<file path="config.mk">
export PLATFORM = sky130hd
export DESIGN_NAME = bounded_ordered_char_list
export DESIGN_NICKNAME = d
export VERILOG_FILES = /design/src/rtl/bol_pkg.sv /design/src/rtl/bol_cell.sv /design/src/rtl/bounded_ordered_char_list.sv
export SDC_FILE = /design/constraint.sdc
export NUM_CORES = 1
export LEC_CHECK = 0
export ABC_AREA = 1
export ABC_CLOCK_PERIOD_IN_PS = 2900
export BUFFER_PORTS_ARGS = -buffer_cell sky130_fd_sc_hd__buf_4
export CORE_ASPECT_RATIO = 0.6
export CORE_MARGIN = 1.5
export CORE_UTILIZATION = 30
export CTS_CLUSTER_SIZE = 30
export DETAILED_ROUTE_END_ITERATION = 6
export PLACE_DENSITY = 0.45
export SYNTH_ARGS = -nofsm -noshare
export SYNTH_HDL_FRONTEND = slang
export SYNTH_SLANG_ARGS = --single-unit
</file>
<file path="constraint.sdc">
create_clock -name clk -period 2.9 [get_ports clk]
set_input_delay 0.145 -clock clk [delete_from_list [all_inputs] [get_ports clk]]
set_output_delay 0.145 -clock clk [all_outputs]
set_load 0.05 [all_outputs]
</file>
<file path="src/rtl/bol_pkg.sv">
package bol_pkg;

    localparam int CAPACITY_DEF = 16;

    localparam int ACTION_W = 3;
    localparam int VALUE_W  = 8;
    localparam int STATUS_W = 2;
    localparam int COUNT_W  = 5;

    localparam logic [ACTION_W-1:0] ACT_INSERT  = 3'd0;
    localparam logic [ACTION_W-1:0] ACT_APPEND  = 3'd1;
    localparam logic [ACTION_W-1:0] ACT_PREPEND = 3'd2;
    localparam logic [ACTION_W-1:0] ACT_DELETE  = 3'd3;
    localparam logic [ACTION_W-1:0] ACT_POP     = 3'd4;

    localparam logic [STATUS_W-1:0] STAT_DONE      = 2'd0;
    localparam logic [STATUS_W-1:0] STAT_NOT_FOUND = 2'd1;
    localparam logic [STATUS_W-1:0] STAT_FULL      = 2'd2;
    localparam logic [STATUS_W-1:0] STAT_EMPTY     = 2'd3;

    typedef enum logic [1:0] {
        ST_IDLE,
        ST_CMP,
        ST_APPLY
    } state_t;

    typedef struct packed {
        logic cmp_en;
        logic upd_en;
        logic ins;
        logic ordered;
        logic front;
    } cell_ctrl_t;

endpackage

</file>
<file path="src/rtl/bol_cell.sv">
module bol_cell (
    input  logic                              clk,
    input  bol_pkg::cell_ctrl_t               ctrl,
    input  logic                              occ,
    input  logic signed [bol_pkg::VALUE_W-1:0] value,
    input  logic signed [bol_pkg::VALUE_W-1:0] left_entry,
    input  logic signed [bol_pkg::VALUE_W-1:0] right_entry,
    input  logic                              hit_in,
    output logic                              hit_out,
    output logic signed [bol_pkg::VALUE_W-1:0] entry
);
    import bol_pkg::*;

    logic signed [VALUE_W-1:0] entry_reg;
    logic signed [VALUE_W-1:0] entry_next;
    logic                      flag_reg;
    logic                      flag_next;

    always_comb
    begin
        if (ctrl.ins)
        begin
            flag_next = !occ || ctrl.front || (ctrl.ordered && (value <= entry_reg));
        end
        else
        begin
            flag_next = occ && (ctrl.front || (entry_reg == value));
        end
    end

    assign hit_out = hit_in || flag_reg;

    always_comb
    begin
        entry_next = entry_reg;
        if (ctrl.upd_en)
        begin
            if (ctrl.ins)
            begin
                if (hit_in)
                begin
                    entry_next = left_entry;
                end
                else if (flag_reg)
                begin
                    entry_next = value;
                end
            end
            else if (hit_out)
            begin
                entry_next = right_entry;
            end
        end
    end

    always_ff @(posedge clk)
    begin
        entry_reg <= entry_next;
        if (ctrl.cmp_en)
        begin
            flag_reg <= flag_next;
        end
    end

    assign entry = entry_reg;

endmodule

</file>
<file path="src/rtl/bounded_ordered_char_list.sv">
// Ordered list of up to CAPACITY signed bytes held in a row of cells, one entry per cell.
// Each request passes through three steps: acceptance, a compare step in which every cell
// compares its entry against the request value, and an update step in which the first hit
// is found along the cell row and entries at and behind it shift one place. in_stall stays
// high through the compare and update steps and while the update step waits for the previous
// result to be taken; the result register lets a new request enter while the previous result
// waits. A new request is taken only once the previous one has left the update step.
module bounded_ordered_char_list #(
    parameter int CAPACITY = bol_pkg::CAPACITY_DEF
) (
    input  logic                               clk,
    input  logic                               rst_n,
    input  logic                               in_valid,
    output logic                               in_stall,
    input  logic [bol_pkg::ACTION_W-1:0]       action,
    input  logic signed [bol_pkg::VALUE_W-1:0] value,
    output logic                               out_valid,
    input  logic                               out_stall,
    output logic [bol_pkg::STATUS_W-1:0]       status,
    output logic [bol_pkg::COUNT_W-1:0]        entry_count
);
    import bol_pkg::*;

    localparam int CNT_W = $clog2(CAPACITY + 1);

    state_t                    state_reg;
    state_t                    state_next;
    logic [ACTION_W-1:0]       action_reg;
    logic signed [VALUE_W-1:0] value_reg;
    logic [CNT_W-1:0]          count_reg;
    logic [CNT_W-1:0]          count_next;
    logic                      out_valid_reg;
    logic                      out_valid_next;
    logic [STATUS_W-1:0]       status_reg;
    logic [STATUS_W-1:0]       status_next;
    logic [CNT_W-1:0]          result_count_reg;
    logic [CNT_W+COUNT_W-1:0]  count_ext;

    cell_ctrl_t                ctrl;
    logic                      is_ins;
    logic                      is_del;
    logic                      is_ordered;
    logic                      is_front;
    logic                      op_ok;
    logic                      out_free;
    logic                      in_take;

    logic                      hit [CAPACITY+1];
    logic signed [VALUE_W-1:0] cell_entry [CAPACITY];

    assign in_take  = in_valid && !in_stall;
    assign out_free = !out_valid_reg || !out_stall;

    always_comb
    begin
        is_ins     = 1'b0;
        is_del     = 1'b0;
        is_ordered = 1'b0;
        is_front   = 1'b0;
        case (action_reg)
            ACT_INSERT:
            begin
                is_ins     = 1'b1;
                is_ordered = 1'b1;
            end
            ACT_APPEND:
            begin
                is_ins = 1'b1;
            end
            ACT_PREPEND:
            begin
                is_ins   = 1'b1;
                is_front = 1'b1;
            end
            ACT_DELETE:
            begin
                is_del = 1'b1;
            end
            ACT_POP:
            begin
                is_del   = 1'b1;
                is_front = 1'b1;
            end
            default:
            begin
                is_ins = 1'b0;
            end
        endcase
    end

    always_comb
    begin
        status_next = STAT_DONE;
        op_ok       = 1'b0;
        if (is_ins)
        begin
            if (count_reg == CNT_W'(CAPACITY))
            begin
                status_next = STAT_FULL;
            end
            else
            begin
                op_ok = 1'b1;
            end
        end
        else if (is_del)
        begin
            if (count_reg == '0)
            begin
                status_next = STAT_EMPTY;
            end
            else if (!hit[CAPACITY])
            begin
                status_next = STAT_NOT_FOUND;
            end
            else
            begin
                op_ok = 1'b1;
            end
        end
    end

    always_comb
    begin
        count_next = count_reg;
        if (state_reg == ST_APPLY && out_free && op_ok)
        begin
            if (is_ins)
            begin
                count_next = count_reg + 1'b1;
            end
            else
            begin
                count_next = count_reg - 1'b1;
            end
        end
    end

    always_comb
    begin
        state_next = state_reg;
        case (state_reg)
            ST_IDLE:
            begin
                if (in_valid)
                begin
                    state_next = ST_CMP;
                end
            end
            ST_CMP:
            begin
                state_next = ST_APPLY;
            end
            ST_APPLY:
            begin
                if (out_free)
                begin
                    state_next = ST_IDLE;
                end
            end
            default:
            begin
                state_next = ST_IDLE;
            end
        endcase
    end

    always_comb
    begin
        in_stall       = (state_reg != ST_IDLE);
        ctrl.ins       = is_ins;
        ctrl.ordered   = is_ordered;
        ctrl.front     = is_front;
        ctrl.cmp_en    = (state_reg == ST_CMP);
        ctrl.upd_en    = (state_reg == ST_APPLY) && out_free && op_ok;
        out_valid_next = out_valid_reg && out_stall;
        if (state_reg == ST_APPLY && out_free)
        begin
            out_valid_next = 1'b1;
        end
    end

    assign hit[0] = 1'b0;

    generate
        for (genvar i = 0; i < CAPACITY; i++)
        begin : g_cell
            logic signed [VALUE_W-1:0] left_e;
            logic signed [VALUE_W-1:0] right_e;
            logic                      occ;

            assign occ = (count_reg > CNT_W'(i));

            if (i == 0)
            begin : g_head
                assign left_e = value_reg;
            end
            else
            begin : g_mid
                assign left_e = cell_entry[i-1];
            end

            if (i == CAPACITY - 1)
            begin : g_tail
                assign right_e = cell_entry[i];
            end
            else
            begin : g_body
                assign right_e = cell_entry[i+1];
            end

            bol_cell u_cell (
                .clk         (clk),
                .ctrl        (ctrl),
                .occ         (occ),
                .value       (value_reg),
                .left_entry  (left_e),
                .right_entry (right_e),
                .hit_in      (hit[i]),
                .hit_out     (hit[i+1]),
                .entry       (cell_entry[i])
            );
        end
    endgenerate

    always_ff @(posedge clk or negedge rst_n)
    begin
        if (!rst_n)
        begin
            state_reg     <= ST_IDLE;
            count_reg     <= '0;
            out_valid_reg <= 1'b0;
        end
        else
        begin
            state_reg     <= state_next;
            count_reg     <= count_next;
            out_valid_reg <= out_valid_next;
        end
    end

    always_ff @(posedge clk)
    begin
        if (in_take)
        begin
            action_reg <= action;
            value_reg  <= value;
        end
        if (state_reg == ST_APPLY && out_free)
        begin
            status_reg       <= status_next;
            result_count_reg <= count_next;
        end
    end

    assign count_ext   = {{COUNT_W{1'b0}}, result_count_reg};
    assign out_valid   = out_valid_reg;
    assign status      = status_reg;
    assign entry_count = count_ext[COUNT_W-1:0];

    a_count_bound: assert property (@(posedge clk) disable iff (!rst_n)
        count_reg <= CNT_W'(CAPACITY))
        else $error("entry count exceeds capacity");

    a_count_change: assert property (@(posedge clk) disable iff (!rst_n)
        (count_reg != $past(count_reg)) |-> ($past(state_reg) == ST_APPLY))
        else $error("entry count changed outside the update cycle");

    a_result_source: assert property (@(posedge clk) disable iff (!rst_n)
        $rose(out_valid_reg) |-> ($past(state_reg) == ST_APPLY))
        else $error("result raised without an update cycle");

    a_busy_after_take: assert property (@(posedge clk) disable iff (!rst_n)
        in_take |=> (in_stall && state_reg == ST_CMP))
        else $error("request accepted but compare pass not started");

endmodule

</file>
After elaboration in Yosys (flattened, before gate mapping). Index checks and enable logic that the tools add are counted.

Flip-flop bits (word level): 170. Input bits: 15. Logic and storage cells: 367. Output and inout bits: 9.

Eq/ne operators: 39. Muxes and demuxes: 97. Magnitude comparators: 32. $add $sub $neg: 2. Reduce and logical (&&, ||, !) cells: 158.

Operators by type and width (number): two-way mux 8 bit (61); == test 8 bit (16); <= comparator 8 bit (16); logical OR 1 bit (64); AND reduction 3 bit (15); inequality test 3 x 1 -> 1 bit (second input constant) (14); > comparator 5 x 4 -> 1 bit (second input constant) (8); logical AND 1 bit (36); nonzero test 2 bit (16); two-way mux 1 bit (27); > comparator 5 x 3 -> 1 bit (second input constant) (4); zero test 1 bit (19); two-way mux 2 bit (6); > comparator 5 x 1 -> 1 bit (second input constant) (2); > comparator 5 x 2 -> 1 bit (second input constant) (2); two-way mux 5 bit (2); == test 3 x 2 -> 1 bit (second input constant) (2); one-hot mux 2 bit (3 select lines) (1); adder 5 x 1 -> 5 bit (second input constant) (1); == test 5 bit (second input constant) (1); zero test 5 bit (1); subtractor 5 x 1 -> 5 bit (second input constant) (1); inequality test 2 bit (second input constant) (2); AND reduction 2 bit (2); 8 further kinds (9).

Depth between registers and ports, before layout. Gate-level depths: netlist of the first run.

Depth in word-level cells: 21. Depth in mapped cells: 14. Mapped depth without buffers: 13.

By module. Synthesis of the first run repeated with hierarchy kept, for this count alone.

Cell total of the unflattened synthesis: 1707. Area total of the unflattened synthesis: 12778.5 µm².

Modules (own cells, without submodules): bol_cell (sequential area each 270.3 µm², cells an instance 98, area each 713.2 µm², instances 16); bounded_ordered_char_list (sequential area each 740.7 µm², cells an instance 139, area each 1367.6 µm², instances 1).

Worst setup path before layout of the first run. Ideal clock, no wire load.

Path type: reg2reg. From: register out_valid_reg, in the netlist out_valid. To: register g_cell[0].u_cell.entry_reg[0] (enable). Library setup time: 0.370 ns. Buffers on the path: 1. Setup slack: 0.261 ns. Period minus slack after synthesis: 2.639 ns. Data required time: 2.530 ns. Arrival: 2.269 ns. Stages on the path, launching flop included: 9. Cell sequence: dfrtp_1 -> nand2_1 -> inv_1 -> nor3_1 -> nand2_1 -> inv_1 -> nand2_4 -> buf_6 -> nor2_1.

Word-level cells in the longest chain between the ends: 5.

RTL lines: from (decl) (RTL line bounded_ordered_char_list.sv:32) `logic out_valid_reg;`; from (signal assigned) (RTL line bounded_ordered_char_list.sv:238) `out_valid_reg <= out_valid_next;`; zero test 1 bit (RTL line bounded_ordered_char_list.sv:52) `assign out_free = !out_valid_reg || !out_stall;`; logical OR 1 bit (RTL line bounded_ordered_char_list.sv:52); logical AND 1 bit (2 in series) (RTL line bounded_ordered_char_list.sv:175) `ctrl.upd_en = (state_reg == ST_APPLY) && out_free && op_ok;`; AND reduction 2 bit (no source line); to (signal assigned) (RTL line bol_cell.sv:58) `entry_reg <= entry_next;`; to (decl) (RTL line bol_cell.sv:14) `logic signed [VALUE_W-1:0] entry_reg;`.

No other way between the ends. A chain may end at the register's enable or synchronous reset.

Worst setup path in the final report of the first run.
From: register g_cell[0].u_cell.flag_reg. To: register g_cell[6].u_cell.entry_reg[1] (enable).

Word-level cells in the longest chain between the ends: 21. Elaborated cells between the ends (all ways): 23. Those cells by class: eq/ne (1); mux (4); reduce/logical (18).

RTL lines: from (decl) (RTL line bol_cell.sv:16) `logic flag_reg;`; from (signal assigned) (RTL line bol_cell.sv:61) `flag_reg <= flag_next;`; logical OR 1 bit (*) (5 in series) (RTL line bol_cell.sv:31) `assign hit_out = hit_in || flag_reg;`; logical OR 1 bit (10 in series) (RTL line bol_cell.sv:31); two-way mux 1 bit (RTL line bounded_ordered_char_list.sv:112) `else if (!hit[CAPACITY])`; two-way mux 1 bit (RTL line bounded_ordered_char_list.sv:108) `if (count_reg == '0)`; two-way mux 1 bit (RTL line bounded_ordered_char_list.sv:106) `else if (is_del)`; two-way mux 1 bit (RTL line bounded_ordered_char_list.sv:95) `if (is_ins)`; logical AND 1 bit (RTL line bounded_ordered_char_list.sv:175); AND reduction 3 bit (no source line) (*); to (signal assigned) (RTL line bol_cell.sv:58); to (decl) (RTL line bol_cell.sv:14).

Every way passes the cells marked *; elsewhere a longest branch is shown, timed or not.

==> flow_metrics.env, run 1 <==
export IMPL_initial_core_util_pct=30.6
export IMPL_period_needed_ns=2.78
export IMPL_critPathBufInv=0
export IMPL_final_max_slew_violation_count=0
export IMPL_crit_start="g_cell[0].u_cell.flag_reg"
export IMPL_relSlewSlack_pct=35.6
export IMPL_remaining_drc_errors=0
export IMPL_path_clk_slew_ns=0.07
export IMPL_rsz0062_at_grt="false"
export IMPL_crit_family="simple AND/OR/NAND/NOR gates"
export IMPL_worst_slew_pin_slew_ns=0.962
export IMPL_slowest_stage="edfxtp_1"
export IMPL_ys_flop_type="edfxtp_1"
export IMPL_grt_pass1_vias=9263
export IMPL_reg2reg_slack_ns=0.12
export IMPL_synth_compound_area_share_pct=17.2
export IMPL_critPathArrivalTime_ns=2.92
export IMPL_grt_start_max_net_pins=97
export IMPL_final_common_cell="inv_1"
export IMPL_area_delta_synth_final_pct=15.5
export IMPL_core_area_um2=37800
export IMPL_cts_sinks=170
export IMPL_synth_edf_count=162
export IMPL_skew_ns=0.0141
export IMPL_synthCells=1287
export IMPL_place_congestion=0.850
export IMPL_portBuffers=23
export IMPL_first_pass_iters=6
export IMPL_ys_seq_area_share_pct=43.7
export IMPL_cts_resized=0
export IMPL_die_width_um=257
export IMPL_setup_worst_path_class="flop to flop"
export IMPL_ys_warn_count=0
export IMPL_synth_seq_cells=170
export IMPL_synth_nets=1435
export IMPL_largest_register_ffs=128
export IMPL_wirelength_um=40900
export IMPL_clk_latency_ns=0.45
export IMPL_cts_root_buf="clkbuf_16"
export IMPL_post_drt_wl_per_cell_um=21.9
export IMPL_slowest_delay_ns=0.48
export IMPL_ir_drop_uv=453
export IMPL_syn_avg_cell_area_um2=9.01
export IMPL_synth_cell_types=38
export IMPL_fp_dieH_um=155
export IMPL_drt_antenna_violating_nets=0
export IMPL_fmax_mhz=360
export IMPL_cts_buffer_depth=2
export IMPL_end_kind="flop"
export IMPL_grt_usage_pct=20.6
export IMPL_synth_simple_area_share_pct=15.9
export IMPL_pin_count=24
export IMPL_finalSetupViolCount=0
export IMPL_grt_pass1_wl_um=59800
export IMPL_reg2reg_depth=12
export IMPL_drv_cap=0
export IMPL_via_count=9826
export IMPL_cts_buffers=17
export IMPL_antenna_found_initial=2
export IMPL_power_leakage_nw=5.74
export IMPL_final_util_pct=35.4
export IMPL_final_cell_mix="inv_1 (209), nand2_1 (176), edfxtp_1 (162), ha_1 (133), o21ai_0 (101)"
export IMPL_start_kind="flop"
export IMPL_status="completed"
export IMPL_fin_crit_sh_pct=95.7
export IMPL_rows=55
export IMPL_worst_r2r_startpoint="g_cell[0].u_cell.flag_reg"
export IMPL_power_density_nw_per_um2=727
export IMPL_synthMuxAreaShare_pct=0
export IMPL_yosys_area_share_adder_pct=14.4
export IMPL_layout_drive_gt1_share_pct=8.94
export IMPL_drt_iter0_drc=1179
export IMPL_synth_top_family_by_area="compound AO/OA/AOI/OAI gates"
export IMPL_async_flop_share_pct=4.71
export IMPL_crit_path_max_fanout=19
export IMPL_grt_ovfl_total=0
export IMPL_num_nets_final=1489
export IMPL_drt_vias_per_instance=5.26
export IMPL_cpMostUsedCell="nand4_4"
export IMPL_post_place_ws_ns=0.205
export IMPL_dieArea_um2=39900
export IMPL_hold_viol_final=0
export IMPL_timing_final_ws_setup_ns=0.123
export IMPL_synthXorXnorAreaFrac_pct=0.151
export IMPL_cts_tree="yes"
export IMPL_hp_class="input pin to asynchronous set/reset pin"
export IMPL_finalSetupTns_ns=0
export IMPL_whs_ns=0.0499
export IMPL_crit_required_ns=3.04
export IMPL_htreeDepth=4
export IMPL_worstPathCellList="nor2_8, nand4_4, nor2_4, nand4_4, nor2_8, nand4_4, nor2_4, nand3_2, nand3_2, nand2_4, nand2_4, nor2_1"
export IMPL_r2r_end="g_cell[6].u_cell.entry[1]"
export IMPL_dpl_hpwl_um=29900
export IMPL_post_cts_buffers=0
export IMPL_fillers=3879
export IMPL_netlist_area_um2=11600
[logic make-up (layout without fill, tap and decap cells)]
| logic type | Yosys count | count (layout) |
|---|---|---|
| simple gates | 405 | 405 |
| compound gates | 310 | 310 |
| buf+inv | 267 | 334 |
| fa+ha+maj | 133 | 133 |
| other cells | 0 | 1 |
| xor+xnor | 2 | 2 |
| flops | 170 | 170 |
[power breakdown]
part           total (mW)  switching [mW]  internal (mW)  leakage (nW)
clock                2.30            1.10           1.20         0.261
sequential           3.70           0.335           3.37          1.60
combinational        3.74            2.54           1.21          3.88
[cell usage after synthesis (2+ instances only)]
cell type | n | share of area [%]
o21ai_0 | 101 | 4.4
inv_1 | 209 | 6.8
nand4_1 | 14 | 0.76
a31oi_1 | 3 | 0.16
xor2_1 | 2 | 0.15
o21a_1 | 15 | 0.97
o211ai_1 | 21 | 1.4
o32a_1 | 2 | 0.17
nand2_4 | 2 | 0.19
nor2_1 | 82 | 2.7
o21bai_1 | 3 | 0.19
o22ai_1 | 2 | 0.11
nand3_1 | 85 | 3.7
a22oi_1 | 7 | 0.45
edfxtp_1 | 162 | 42
dfrtp_1 | 8 | 1.7
o31ai_1 | 9 | 0.58
nand3_2 | 2 | 0.17
nor2_8 | 2 | 0.35
buf_6 | 2 | 0.19
a21oi_1 | 71 | 3.1
ha_1 | 133 | 14
buf_1 | 8 | 0.26
a32oi_1 | 5 | 0.38
nor2_4 | 2 | 0.19
nor3_1 | 33 | 1.4
nand2_1 | 177 | 5.7
nor4_1 | 2 | 0.11
clkbuf_1 | 43 | 1.4
o221ai_1 | 67 | 5.1
nand4_4 | 3 | 0.55
clkinv_1 | 4 | 0.13
[final cells by class]
class                      instances  area [um^2]  share of cell area, %
antenna                            1         2.50                 0.0187
inverter                         213          805                   6.01
sequential                       170         5060                   37.8
clock buffer                      17          425                   3.18
clock inverter                    15          140                   1.05
multi-input combinational        850         5510                   41.2
timing repair buffer              89          803                   6.00
tap                              513          642                   4.79
[worst register-to-register path: stages, from the launching register on]
cell and delay, ns:
edfxtp_1 0.48, nor2_8 0.16, nand4_4 0.11, nor2_4 0.16
nand4_4 0.17, nor2_8 0.14, nand4_4 0.10, nor2_4 0.11
nand3_2 0.18, nand3_2 0.14, nand2_4 0.08, nand2_4 0.33
nor2_1 0.31
[per-layer routing]
| layer | up-vias | track usage (%) | wire length [um] |
|---|---|---|---|
| met5 | - | 0 | 0 |
| li1 | 4712 | - | - |
| met1 | 4703 | 33.2 | 21600 |
| met2 | 382 | 26.8 | 15400 |
| met3 | 29 | 4.92 | 3390 |
| met4 | 0 | 4.62 | 556 |
[worst max path at each step]
stage | endpoint | slack [ns] | cells after the start
finish | g_cell[6].u_cell.entry[1] | 0.12 | 12
global placement | g_cell[11].u_cell.entry[5] | 0.26 | 12
CTS | g_cell[6].u_cell.entry[0] | 0.19 | 12
global route | g_cell[13].u_cell.entry[4] | 0.01 | 9
floorplan | g_cell[0].u_cell.entry[0] | 0.26 | 8
detailed placement | g_cell[13].u_cell.entry[4] | 0.20 | 12
[repair_timing]
action / CTS / global route
endpoints found under the hold margin: 21 / 0
hold buffers: 14 / 0
endpoints found under the setup margin: 0 / 0
[stage by stage]
| step | instances | total power, mW | cell area (um^2) |
|---|---|---|---|
| after floorplan | 1287 | 6.03 | 11600 |
| after global placement | 1821 | 7.37 | 12700 |
| after detailed placement | 1821 | 7.40 | 12700 |
| after CTS | 1867 | 9.72 | 13400 |
| after global routing | 1867 | 10.3 | 13400 |
| final | 1868 | 9.74 | 13400 |
No activity file was read; power rests on OpenSTA's default activity.
==> run 2: changes to the inputs <==
--- a/config.mk
+++ b/config.mk
@@ -17,3 +17,4 @@
 export SYNTH_ARGS = -nofsm -noshare
 export SYNTH_HDL_FRONTEND = slang
+export SYNTH_HIERARCHICAL = 1
 export SYNTH_SLANG_ARGS = --single-unit
==> constraint.sdc (replaced) <==
create_clock -name clk -period 2.9 [get_ports clk]
set_input_delay 0.58 -clock clk [delete_from_list [all_inputs] [get_ports clk]]
set_output_delay 0.58 -clock clk [all_outputs]
set_load 0.05 [all_outputs]
==> run 2 against run 1 <==
The flow now finishes with violations (setup timing). Cell area increased by 14%. Non-clock buffer count increased by 2. Worst hold slack better by 0.25 ns. Sequential cell count did not move. Sequential share of layout area decreased by 4.5 points. Total power grew 3.4%. Largest cell class unchanged. Die area rose by 10%. Cell count grew 27%. First-iteration DRC count down 13%. Count of clock-buffer cells in the layout stayed put. Synthesized area increased by 10%.
==> flow_metrics.env, run 2 <==
export IMPL_grt_ovfl_total=0
export IMPL_synth_seq_cells=170
export IMPL_remaining_drc_errors=0
export IMPL_cts_buffers=17
export IMPL_synth_common_cells="nand2_1 (435), inv_1 (286), nor2_1 (188), o21ai_0 (187), edfxtp_1 (162)"
export IMPL_cpMostUsedCell="or2_4"
export IMPL_drt_iter0_drc=1026
export IMPL_worstPathCellList="or2_4, or2_4, or2_4, or2_4, or2_4, or2_4, or2_4, or2_4, or2_4, or2_4, or2_4, or2_4, or2_4, or2_4, or2_4, or2_4, nand2_4, o21ai_4, nand2_4, clkinvlp_4, buf_12, o21a_4"
export IMPL_worst_r2r_startpoint="g_cell[0].u_cell/flag_reg"
export IMPL_cts_tree="yes"
export IMPL_ys_seq_area_share_pct=39.6
export IMPL_start_kind="flop"
export IMPL_via_count=11400
export IMPL_area_delta_synth_final_pct=19.1
export IMPL_core_area_um2=41900
export IMPL_yosys_area_top_type_share_pct=38.1
export IMPL_syn_avg_cell_area_um2=7.49
export IMPL_intPower_mw=6.03
export IMPL_pin_count=24
export IMPL_fin_cells=2368
export IMPL_path_clk_slew_ns=0.07
export IMPL_grt_start_max_net_pins=108
export IMPL_power_density_nw_per_um2=662
export IMPL_final_common_cell="nand2_1"
export IMPL_wirelength_um=42300
export IMPL_async_flop_share_pct=4.71
export IMPL_final_cell_mix="nand2_1 (433), inv_1 (276), nor2_1 (165), edfxtp_1 (162), o21ai_1 (145)"
export IMPL_synthCells=1707
export IMPL_reg2reg_slack_ns=-2.14
export IMPL_violations="setup timing"
export IMPL_relSlewSlack_pct=44.5
export IMPL_synth_edf_count=162
export IMPL_rsz0062_at_grt="true"
export IMPL_switching_power_mw=4.04
export IMPL_cts_root_buf="clkbuf_16"
export IMPL_hold_viol_final=0
export IMPL_synth_area_leader_cell="edfxtp_1"
export IMPL_hp_class="input pin to flop"
export IMPL_setup_worst_path_class="flop to flop"
export IMPL_fp_dieH_um=163
export IMPL_num_nets_final=1933
export IMPL_clk_latency_ns=0.45
export IMPL_netlist_area_um2=12800
export IMPL_cts_buffer_depth=2
export IMPL_post_drt_wl_per_cell_um=17.9
export IMPL_ir_drop_uv=544
export IMPL_cts_sinks=170
export IMPL_power_leakage_nw=7.13
export IMPL_rows=58
export IMPL_initial_core_util_pct=30.5
export IMPL_drt_antenna_violating_nets=0
export IMPL_crit_end="g_cell[5].u_cell/entry[4]"
export IMPL_dp_cells=2314
export IMPL_dpl_hpwl_um=30000
export IMPL_reg2reg_depth=22
export IMPL_skew_ns=0.0109
export IMPL_antenna_found_initial=0
export IMPL_place_congestion=0.815
export IMPL_sw_frac_of_total_pct=40.2
export IMPL_ys_flop_type="edfxtp_1"
export IMPL_r2r_end="g_cell[5].u_cell/entry[4]"
export IMPL_fmax_mhz=198
export IMPL_final_max_slew_violation_count=0
export IMPL_synth_cell_types=32
export IMPL_slowest_stage="edfxtp_1"
export IMPL_grt_pass1_wl_um=64300
export IMPL_drv_cap=0
export IMPL_portBuffers=23
export IMPL_finalSetupViolCount=199
export IMPL_pwr_share_clk_pct=23.8
export IMPL_largest_register_ffs=128
export IMPL_seq_power_share_pct=37.4
export IMPL_layout_drive_gt1_share_pct=15.2
export IMPL_die_width_um=269
export IMPL_htreeDepth=4
export IMPL_status="finished with violations"
export IMPL_yosys_top_cells_area="edfxtp_1 (38%), ha_1 (13%), nand2_1 (13%)"
export IMPL_critPathArrivalTime_ns=5.25
export IMPL_first_pass_iters=5
export IMPL_yosysMostFrequentCell="nand2_1"
export IMPL_period_needed_ns=5.04
export IMPL_fin_crit_sh_pct=174
export IMPL_crit_required_ns=3.10
export IMPL_drt_vias_per_instance=4.80
export IMPL_crit_start="g_cell[0].u_cell/flag_reg"
export IMPL_slowest_delay_ns=0.39
export IMPL_grt_pass1_vias=10700
export IMPL_post_place_ws_ns=-2.20
export IMPL_timing_final_ws_setup_ns=-2.14
export IMPL_ys_warn_count=6
export IMPL_crit_path_max_fanout=8
export IMPL_grt_usage_pct=19.5
export IMPL_end_kind="flop"
export IMPL_worst_slew_pin_slew_ns=0.829
export IMPL_combPwrFrac_pct=38.7
export IMPL_dieArea_um2=43900
==> run 2: cell count changes after synthesis, sizes merged, moves of 11 or more <==
cell / change
o21ai: +168
o221ai: -67
o211ai: -21
a21oi: -21
nor3: -32
clkbuf: -11
or2: +18
nand3: -45
nand2: +260
inv: +111
nor2: +104
==> run 2: cell type report <==
| cell class | instances | area [um^2] |
|---|---|---|
| Multi-Input combinational cell | 1184 | 6690 |
| Clock inverter | 15 | 173 |
| Sequential cell | 170 | 5060 |
| Fill cell | 4428 | 26700 |
| Tap cell | 570 | 713 |
| Antenna cell | 1 | 2.50 |
| Clock buffer | 17 | 425 |
| Timing Repair Buffer | 91 | 913 |
| Inverter | 320 | 1240 |
==> run 2: stage by stage <==
stage	hold slack, ns	total power [mW]	cell area [um^2]	util (%)	TNS, ns
final	0.302	10.1	15200	36.3	-352.56
after global placement	0.415	7.48	14000	33.5	-344.82
after floorplan	0.284	6.22	13000	-	-729.95
after global routing	0.279	10.8	15200	36.3	-380.10
after CTS	0.275	10.1	15100	36.0	-354.69
after detailed placement	0.424	7.52	14000	33.5	-354.49
==> run 2: timing repair <==
action,in CTS,in global routing
gates cloned,3,2
endpoints found under the setup margin,203,203
buffers inserted,17,11
hold endpoints to repair,8,0
hold buffers,1,0
pin swaps,37,44
resized for setup,125,58
==> run 2: worst max-delay path: cells and delay by family, from the launching register on <==
family / cells / cell delay (ns)
AO/OA/AOI/OAI: 2 / 0.23
AND/OR/NAND/NOR: 18 / 3.87
flip-flops: 1 / 0.39
buffers and inverters: 2 / 0.29
==> run 2: cells by family after synthesis <==
family / Yosys count / synth area share (%)
other: 1 / 0.0293
XOR/XNOR: 2 / 0.137
flip-flops: 170 / 39.6
adder cells (fa/ha/maj): 134 / 13.1
AND/OR/NAND/NOR: 708 / 22.3
AO/OA/AOI/OAI: 338 / 14.3
buffers and inverters: 354 / 10.5
==> run 2: worst min-delay path by stage <==
| stage | startpoint | to | depth (start not counted) |
|---|---|---|---|
| after detailed placement | rst_n | out_valid | 1 |
| after CTS | action[1] | action_reg[1] | 1 |
| after floorplan | rst_n | count_reg[0] | 0 |
| final | action[1] | action_reg[1] | 1 |
| after global routing | action[1] | action_reg[1] | 1 |
| after global placement | rst_n | out_valid | 1 |
==> run 2: power groups by stage <==
stage	clock network, mW	logic [mW]	registers [mW]
after floorplan	0	2.49	3.72
after global placement	0	3.67	3.81
after detailed placement	0	3.71	3.80
after CTS	2.45	3.85	3.76
after global routing	2.55	4.44	3.82
final	2.40	3.90	3.77
==> run 2: per-layer routing <==
layer | vias to the layer above | part of all wire (%) | GRT usage (%)
met1 | 5271 | 53 | 31.4
met4 | 0 | 0.90 | 3.93
met3 | 28 | 7.9 | 3.67
met5 | - | 0 | 0
met2 | 387 | 38 | 26.1
li1 | 5683 | - | -
